--- config.mk ---
export PLATFORM = sky130hd
export DESIGN_NAME = otsu_mul
export DESIGN_NICKNAME = d
export VERILOG_FILES = /design/src/hw/rtl/assert_macros.svh /design/src/hw/rtl/otsu_pkg.sv /design/src/hw/rtl/otsu_mul.sv
export SDC_FILE = /design/constraint.sdc
export NUM_CORES = 1
export LEC_CHECK = 0
export ABC_AREA = 1
export BUFFER_PORTS_ARGS = -buffer_cell sky130_fd_sc_hd__buf_4
export CAP_MARGIN = 30
export CORE_MARGIN = 2
export CORE_UTILIZATION = 45
export DETAILED_ROUTE_END_ITERATION = 12
export PLACE_DENSITY = 0.7
export SLEW_MARGIN = 15
export SYNTH_ARGS = -nofsm -noshare
export SYNTH_HDL_FRONTEND = slang
export SYNTH_SLANG_ARGS = --single-unit
--- constraint.sdc ---
create_clock -name clock -period 7.89 [get_ports clock]
set_input_delay 0.789 -clock clock [delete_from_list [all_inputs] [get_ports clock]]
set_output_delay 0.789 -clock clock [all_outputs]
set_load 0.005 [all_outputs]
--- src/hw/rtl/assert_macros.svh ---
// Assertion macros used by the RTL files that include this header.
`ifndef ASSERT_MACROS_SVH
`define ASSERT_MACROS_SVH
`ifndef SYNTHESIS
`define OTSU_ASSERT(label, clk, rst, prop, msg) \
   label: assert property (@(posedge clk) disable iff (rst) prop) else $error(msg);
`define OTSU_ASSERT_ALWAYS(label, clk, prop, msg) \
   label: assert property (@(posedge clk) prop) else $error(msg);
`else
`define OTSU_ASSERT(label, clk, rst, prop, msg)
`define OTSU_ASSERT_ALWAYS(label, clk, prop, msg)
`endif
`endif

--- src/hw/rtl/otsu_pkg.sv ---
// Constants and types of the Otsu threshold finder.
package otsu_pkg;
   localparam int LEVELS     = 256;
   localparam int LVL_W      = 8;
   localparam int CNT_W      = 21;
   localparam int SUM_W      = 29;
   localparam int MAX_PIXELS = 1048576;
   localparam int PROD_W     = 49;
   localparam int DEN_W      = 41;
   localparam int DSQ_W      = 98;
   localparam int MUL_B_W    = 49;
   localparam int MUL_P_W    = 139;

   typedef struct packed {
      logic               start;
      logic [DSQ_W-1:0]   a;
      logic [MUL_B_W-1:0] b;
   } mul_req_type;

   typedef struct packed {
      logic               busy;
      logic               done;
      logic [MUL_P_W-1:0] prod;
   } mul_sts_type;
endpackage

--- src/hw/rtl/otsu_mul.sv ---
// Shift-add multiplier, one multiplier bit per cycle, stops when bits run out.
module otsu_mul (
   input  logic                 clock,
   input  logic                 reset,
   input  otsu_pkg::mul_req_type req,
   output otsu_pkg::mul_sts_type sts
);
   logic [otsu_pkg::MUL_P_W-1:0] acc_ff, acc_in;
   logic [otsu_pkg::MUL_P_W-1:0] a_ff, a_in;
   logic [otsu_pkg::MUL_B_W-1:0] b_ff, b_in;
   logic                         busy_ff, busy_in;
   logic                         done;

   assign done = busy_ff && (b_ff == '0);

   always_comb begin
      acc_in  = acc_ff;
      a_in    = a_ff;
      b_in    = b_ff;
      busy_in = busy_ff;
      if (req.start) begin
         acc_in  = '0;
         a_in    = otsu_pkg::MUL_P_W'(req.a);
         b_in    = req.b;
         busy_in = 1'b1;
      end else if (done) begin
         busy_in = 1'b0;
      end else if (busy_ff) begin
         if (b_ff[0]) begin
            acc_in = acc_ff + a_ff;
         end
         a_in = {a_ff[otsu_pkg::MUL_P_W-2:0], 1'b0};
         b_in = {1'b0, b_ff[otsu_pkg::MUL_B_W-1:1]};
      end
   end

   always_ff @(posedge clock) begin
      if (reset) begin
         busy_ff <= 1'b0;
      end else begin
         busy_ff <= busy_in;
      end
      acc_ff <= acc_in;
      a_ff   <= a_in;
      b_ff   <= b_in;
   end

   assign sts.busy = busy_ff;
   assign sts.done = done;
   assign sts.prod = acc_ff;
endmodule

==> flow_summary.json, run 1 <==
{
  "period_minus_slack_ns": 3.15,
  "fin_ws_ns": 4.74,
  "die_x_um": 250,
  "hold_buffers": 0,
  "synthArstFlopShare_pct": 0,
  "synth_largest_area_cell": "nand2_1",
  "cts_setup_buffers": 0,
  "synth.area.top_cells": "nand2_1, edfxtp_1, dfxtp_1",
  "final_layout_size_suffix_gt1_share_pct": 13.9,
  "gp_congestion": 1.08,
  "grt_use_total_pct": 33.0,
  "die_area_um2": 62600,
  "dp_slack_ns": 4.12,
  "ys_seq_area_share_pct": 29.5,
  "crit_path_start": "req[147]",
  "drt.antenna.violating_nets": 0,
  "finalPower_mw": 5.33,
  "peakVddDrop_mv": 0.160,
  "grt_max_degree": 137,
  "p_per_area_nw_per_um2": 169,
  "synth-seq-cells": 328,
  "cts_tree": "done",
  "drv_cap": 0,
  "drv_slew": 0,
  "gr-total-overflow": 0,
  "start_util_pct": 45.3,
  "avgViaCountPerCell": 5.04,
  "endpoint_kind": "flop",
  "row_count": 90,
  "num_vias": 28420,
  "htree_num_levels": 2,
  "dpl_cell_area_um2": 30200,
  "insertion_delay_ns": 0.60,
  "clock_skew_ns": 0.0344,
  "ys.flop_type": "dfxtp_1",
  "post-route-cell-area_um2": 31500,
  "port_buffers": 290,
  "synth_edf_count": 147,
  "syn_area_per_cell_um2": 5.95,
  "setup_viol": 0,
  "grt_antenna_before_repair": 1,
  "first_global_vias": 26861,
  "status": "complete, no violations",
  "timing.rr.start": "acc_ff[0]$_SDFFE_PP0P_",
  "fmax_ghz": 0.318,
  "drt-initial-drc-count": 2173,
  "synthesis.area_um2": 27300,
  "firstDrtPassIters": 6,
  "cts_resized": 0,
  "r2r_end": "acc_ff[92]$_SDFFE_PP0P_",
  "synthCells": 4582,
  "clock-root-buffer": "clkbuf_16",
  "max_stage_delay_ns": 0.69,
  "numClockSinks": 328,
  "worstPathMaxFanout": 136,
  "path_cells": "buf_8 > inv_6 > nand2_4 > buf_4",
  "finalCritPeriodShare_pct": 39.9,
  "finalNetCount": 5119,
  "wl_um": 105000,
  "setup_tns_ns": 0,
  "n_fill_cell": 6484,
  "path_buf_inv": 3,
  "syn_nets": 4871,
  "pin_count": 291,
  "post_drt_wl_per_cell_um": 18.6,
  "criticalPathCategory": "input pin to flop",
  "cts_buffer_depth": 3,
  "critPathLaunchType": "input pin",
  "ff2ff_setup_slack_ns": 4.77,
  "ys_warn_count": 0,
  "grt_pass1_wl_um": 158000,
  "die_h_um": 250,
  "required_ns": 8.10,
  "min_path_type": "input pin to flop",
  "crit_end": "a_ff[72]$_DFFE_PP_",
  "final-hold-violation-count": 0,
  "path_depth": 4,
  "slew_headroom_pct": 38.7,
  "clkSlewWorstSetupHoldPaths_ns": 0.06,
  "cts_buffers": 39,
  "synth_top_area_share_pct": 23.0,
  "ys_types": 42,
  "r2r_cells": 19,
  "cpMaxStageDelayCell": "nand2_4",
  "tightest_slew_ns": 0.920,
  "arrival_ns": 3.36,
  "power_leakage_nw": 16.4,
  "crit_family": "buffers and inverters",
  "grt_setup_unrepaired": "no",
  "drc": 0,
  "area_growth_syn_to_layout_pct": 15.7,
  "core_region_area_um2": 60100,
  "dp_hpwl_um": 86300
}
kinds of logic (layout without fill, tap and decap cells):
logic type      count (synthesis)  after routing  synth area share, %
compound gates                440            440                 8.56
xor+xnor                       69             69                 2.22
fa+ha+maj                     139            139                 6.41
buf+inv                       963           1240                 13.3
flops                         328            328                 29.5
other cells                     0              1                    0
simple gates                 2643           2643                 40.0
flip-flops by register name, summed over array words and instances, names as in the netlist:
signal   cells
busy_ff      1
b_ff        49
a_ff       139
acc_ff     139
worst register-to-register path, stage by stage, from the launching register on:
cell	delay [ns]
dfxtp_1	0.35
ha_1	0.18
inv_1	0.07
fa_1	0.42
inv_1	0.07
nand3_1	0.09
nand2_1	0.08
nand2_1	0.06
nand2_2	0.13
nand2_1	0.07
nand2_1	0.12
nand2_1	0.11
nand2_1	0.20
nand2_1	0.09
nand2_1	0.39
nand2_1	0.22
nand3_1	0.12
nand3_1	0.09
nand2_1	0.10
inv_1	0.04
layer usage:
layer  global-route usage (%)  share of wire, %  up-vias
li1                         -                 -    14440
met1                     44.5                44    12903
met2                     53.6                45      897
met3                     4.62               6.8      180
met4                     12.1               4.2        0
met5                        0                 0        -
cells in the final DEF (no fill, tap or decap), drive strengths merged, types with 2 or more instances in the layout:
cell type,n
nand3b,2
clkinv,16
a21boi,2
o21ai,159
dfxtp,181
clkbuf,51
nor3,28
o211ai,20
edfxtp,147
nand4,5
a31o,2
nor2,643
nand3,209
a21o,4
xnor2,15
xor2,54
ha,138
buf,303
bufinv,2
o21bai,10
nand2,1731
inv,868
and2,8
or2,5
a21oi,241
nor4,12
through the flow:
step | hold WS, ns | instances | utilization [%]
6_report | 0.365 | 5642 | 52.5
5_1_grt | 0.347 | 5642 | 52.5
4_1_cts | 0.339 | 5639 | 52.4
3_5_place_dp | 0.469 | 5569 | 50.1
3_3_place_gp | 0.465 | 5569 | 50.1
2_1_floorplan | 0.454 | 4582 | -
final cells by class:
cell class | count | area, um^2 | share of cell area (%)
multi-input combinational | 3291 | 15600 | 49.5
sequential | 328 | 8040 | 25.5
inverter | 867 | 3260 | 10.3
timing repair buffer | 303 | 2320 | 7.36
clock buffer | 51 | 1110 | 3.53
tap | 782 | 978 | 3.10
clock inverter | 19 | 221 | 0.702
antenna | 1 | 2.50 | 0.00793
report_power, final:
part	total (mW)	internal, mW	switching, mW
Clock	1.89	1.08	0.808
Sequential	2.05	1.94	0.110
Combinational	1.40	0.474	0.922
Total	5.33	3.49	1.84
how the worst min path moves through the flow:
stage                                start                     end  slack (ns)  depth (start not counted)
CTS                                  reset    busy_ff$_SDFFE_PP0P_        0.34                          2
finish                               reset    busy_ff$_SDFFE_PP0P_        0.36                          2
global placement    a_ff[138]$_SDFFE_PP0P_  a_ff[138]$_SDFFE_PP0P_        0.47                          2
global route                         reset    busy_ff$_SDFFE_PP0P_        0.35                          2
detailed placement  a_ff[138]$_SDFFE_PP0P_  a_ff[138]$_SDFFE_PP0P_        0.47                          2
floorplan           a_ff[138]$_SDFFE_PP0P_  a_ff[138]$_SDFFE_PP0P_        0.45                          2
Yosys cell counts (4+ instances only):
| cell type | n |
|---|---|
| nor4_1 | 12 |
| nand3_2 | 13 |
| nand2_2 | 60 |
| inv_1 | 771 |
| a21oi_2 | 7 |
| nor2_2 | 106 |
| nand2_1 | 1671 |
| nand4_1 | 5 |
| nor3_2 | 16 |
| inv_2 | 93 |
| nor3_1 | 12 |
| buf_2 | 8 |
| nor2_4 | 7 |
| xor2_1 | 54 |
| nand3_1 | 196 |
| a21o_1 | 4 |
| nor2_1 | 530 |
| xnor2_1 | 15 |
| o211ai_1 | 20 |
| o21ai_0 | 147 |
| o21bai_1 | 10 |
| clkbuf_1 | 76 |
| ha_1 | 138 |
| buf_1 | 10 |
| edfxtp_1 | 147 |
| a21oi_1 | 234 |
| and2_1 | 7 |
| o21ai_1 | 11 |
| dfxtp_1 | 181 |
Note: power is estimated with default switching activity, not from simulation.
==> inputs of run 2 (changes only) <==
- clock period: 7.89 -> 2.9 ns (I/O delays scaled with it)
==> run 2 against run 1 <==
  * Register-to-register slack worse by 4.7 ns
  * Critical path depth up 11
  * Worst hold slack worse by 0.36 ns
  * Sequential power rose to 2.7 times the previous value
  * Setup slack worse by 4.7 ns
  * Clock skew down 0.011 ns
  * Die area unchanged
  * Via count up 6.5%
  * Highest routed layer is now met5
==> flow_summary.json, run 2 (same netlist as run 1, synthesis figures left out) <==
{
  "status": "complete, no violations",
  "grt_use_total_pct": 35.9,
  "drt-initial-drc-count": 2697,
  "arrival_ns": 3.34,
  "final_layout_size_suffix_gt1_share_pct": 16.8,
  "pwr-share-seq_pct": 36.5,
  "grt_util_met1_pct": 47.7,
  "insertion_delay_ns": 0.60,
  "final_common_cell": "nand2_1",
  "grt_use_met3_pct": 6.11,
  "n_fill_cell": 6129,
  "cts_buffer_depth": 3,
  "final-hold-violation-count": 0,
  "clock_skew_ns": 0.0232,
  "clock-root-buffer": "clkbuf_16",
  "power_leakage_nw": 17.9,
  "period_minus_slack_ns": 2.84,
  "core_region_area_um2": 60100,
  "wl_um": 115000,
  "endpoint_kind": "flop",
  "grt_pass1_wl_um": 171000,
  "globalRouteMet2Util_pct": 57.3,
  "grt_max_degree": 101,
  "slew_headroom_pct": 33.1,
  "switching_share_pct": 34.6,
  "worstPathMaxFanout": 5,
  "dp_slack_ns": -0.0831,
  "grt_antenna_before_repair": 2,
  "clkSlewWorstSetupHoldPaths_ns": 0.07,
  "critPathLaunchType": "flop",
  "p_per_area_nw_per_um2": 444,
  "drv_cap": 0,
  "dp_hpwl_um": 92600,
  "layout_common_cells": "nand2_1, inv_1, nor2_1, buf_4, a21oi_1",
  "start_util_pct": 45.3,
  "tightest_slew_ns": 1.00,
  "busiest_layer": "met2",
  "setup_tns_ns": 0,
  "peakVddDrop_mv": 0.437,
  "drc": 0,
  "post_drt_wl_per_cell_um": 19.4,
  "setup_viol": 0,
  "cts_buffers": 40,
  "top_regs": "a_ff x139, acc_ff x139, b_ff x49",
  "min_path_type": "input pin to flop",
  "die_x_um": 250,
  "avgViaCountPerCell": 5.09,
  "fmax_ghz": 0.352,
  "area_growth_syn_to_layout_pct": 26.2,
  "internal-power_mw": 10.0,
  "gp_congestion": 1.08,
  "power.share.clock_pct": 34.6,
  "criticalPathCategory": "flop to flop",
  "combPwrFrac_pct": 28.9,
  "firstDrtPassIters": 5,
  "first_global_vias": 28775,
  "finalNetCount": 5422,
  "die_h_um": 250,
  "drv_slew": 0,
  "htree_num_levels": 2,
  "numClockSinks": 328,
  "insertedDiodeCount": 0,
  "num_vias": 30277,
  "required_ns": 3.40,
  "finalCritPeriodShare_pct": 97.9,
  "port_buffers": 290,
  "row_count": 90,
  "fin_ws_ns": 0.0615,
  "die_area_um2": 62600,
  "pin_count": 291,
  "power.switching_mw": 5.29,
  "drt.antenna.violating_nets": 0,
  "cts_tree": "done",
  "gr-total-overflow": 0
}
## run 2: layer usage
layer / wire [um] / up-vias
met2: 50700 / 1196
met4: 5680 / 2
met3: 9180 / 219
li1: - / 15042
met1: 49600 / 13818
met5: 14 / -
## run 2: critical path: stages, from the launching register on
cell and delay [ns]:
edfxtp_1 0.42, ha_1 0.47, nand2_1 0.22, nor2_1 0.21, inv_2 0.08, nor2_2 0.14
inv_2 0.06, nor2_2 0.31, nand2_1 0.23, nand2_1 0.16, nand2_1 0.06, and2_1 0.14
nand3_1 0.06, nand3_1 0.07, nand2_1 0.07, inv_1 0.04
## run 2: area by class of cell
class                      instances  area [um^2]  share of cell area, %
multi-input combinational       3291        15800                   45.8
sequential                       328         8040                   23.4
timing repair buffer             605         5020                   14.6
inverter                         867         3260                   9.48
clock buffer                      57         1110                   3.21
tap                              782          978                   2.84
clock inverter                    17          229                  0.665
## run 2: metrics by stage
| stage | total power, mW | utilization [%] | cell area [um^2] | std cells | hold slack (ns) |
|---|---|---|---|---|---|
| floorplan | 7.95 | - | 27300 | 4582 | 0.359 |
| global placement | 9.78 | 52.5 | 31500 | 5735 | 0.445 |
| detailed placement | 9.80 | 52.5 | 31500 | 5735 | 0.447 |
| CTS | 15.2 | 56.9 | 34200 | 5944 | 0.000157 |
| global route | 16.0 | 57.2 | 34400 | 5947 | 0.0125 |
| finish | 15.3 | 57.2 | 34400 | 5947 | 0.00877 |
## run 2: worst paths after layout
| check | start | cells after the start | slack, ns | end |
|---|---|---|---|---|
| worst max-delay path | a_ff[78]$_DFFE_PP_ | 15 | 0.06 | acc_ff[116]$_SDFFE_PP0P_ |
| worst max register to register | a_ff[78]$_DFFE_PP_ | 15 | 0.06 | acc_ff[116]$_SDFFE_PP0P_ |
| worst min register to register | a_ff[138]$_SDFFE_PP0P_ | 2 | 0.48 | a_ff[138]$_SDFFE_PP0P_ |
| worst min-delay path | req[117] | 3 | 0.009 | a_ff[68]$_DFFE_PP_ |
## run 2: what timing repair did
item | in CTS | in global routing
hold endpoints to repair | 135 | 0
endpoints found under the setup margin | 2 | 63
buffers inserted | 0 | 3
pin swaps | 0 | 2
hold buffers | 135 | 0
gates resized for setup | 3 | 38
## run 2: power by group through the flow
stage,registers (mW),clock network (mW),logic (mW)
6_report,5.58,5.30,4.41
5_1_grt,5.61,5.52,4.81
4_1_cts,5.57,5.34,4.31
3_5_place_dp,5.66,0,4.14
3_3_place_gp,5.66,0,4.12
2_1_floorplan,5.57,0,2.38
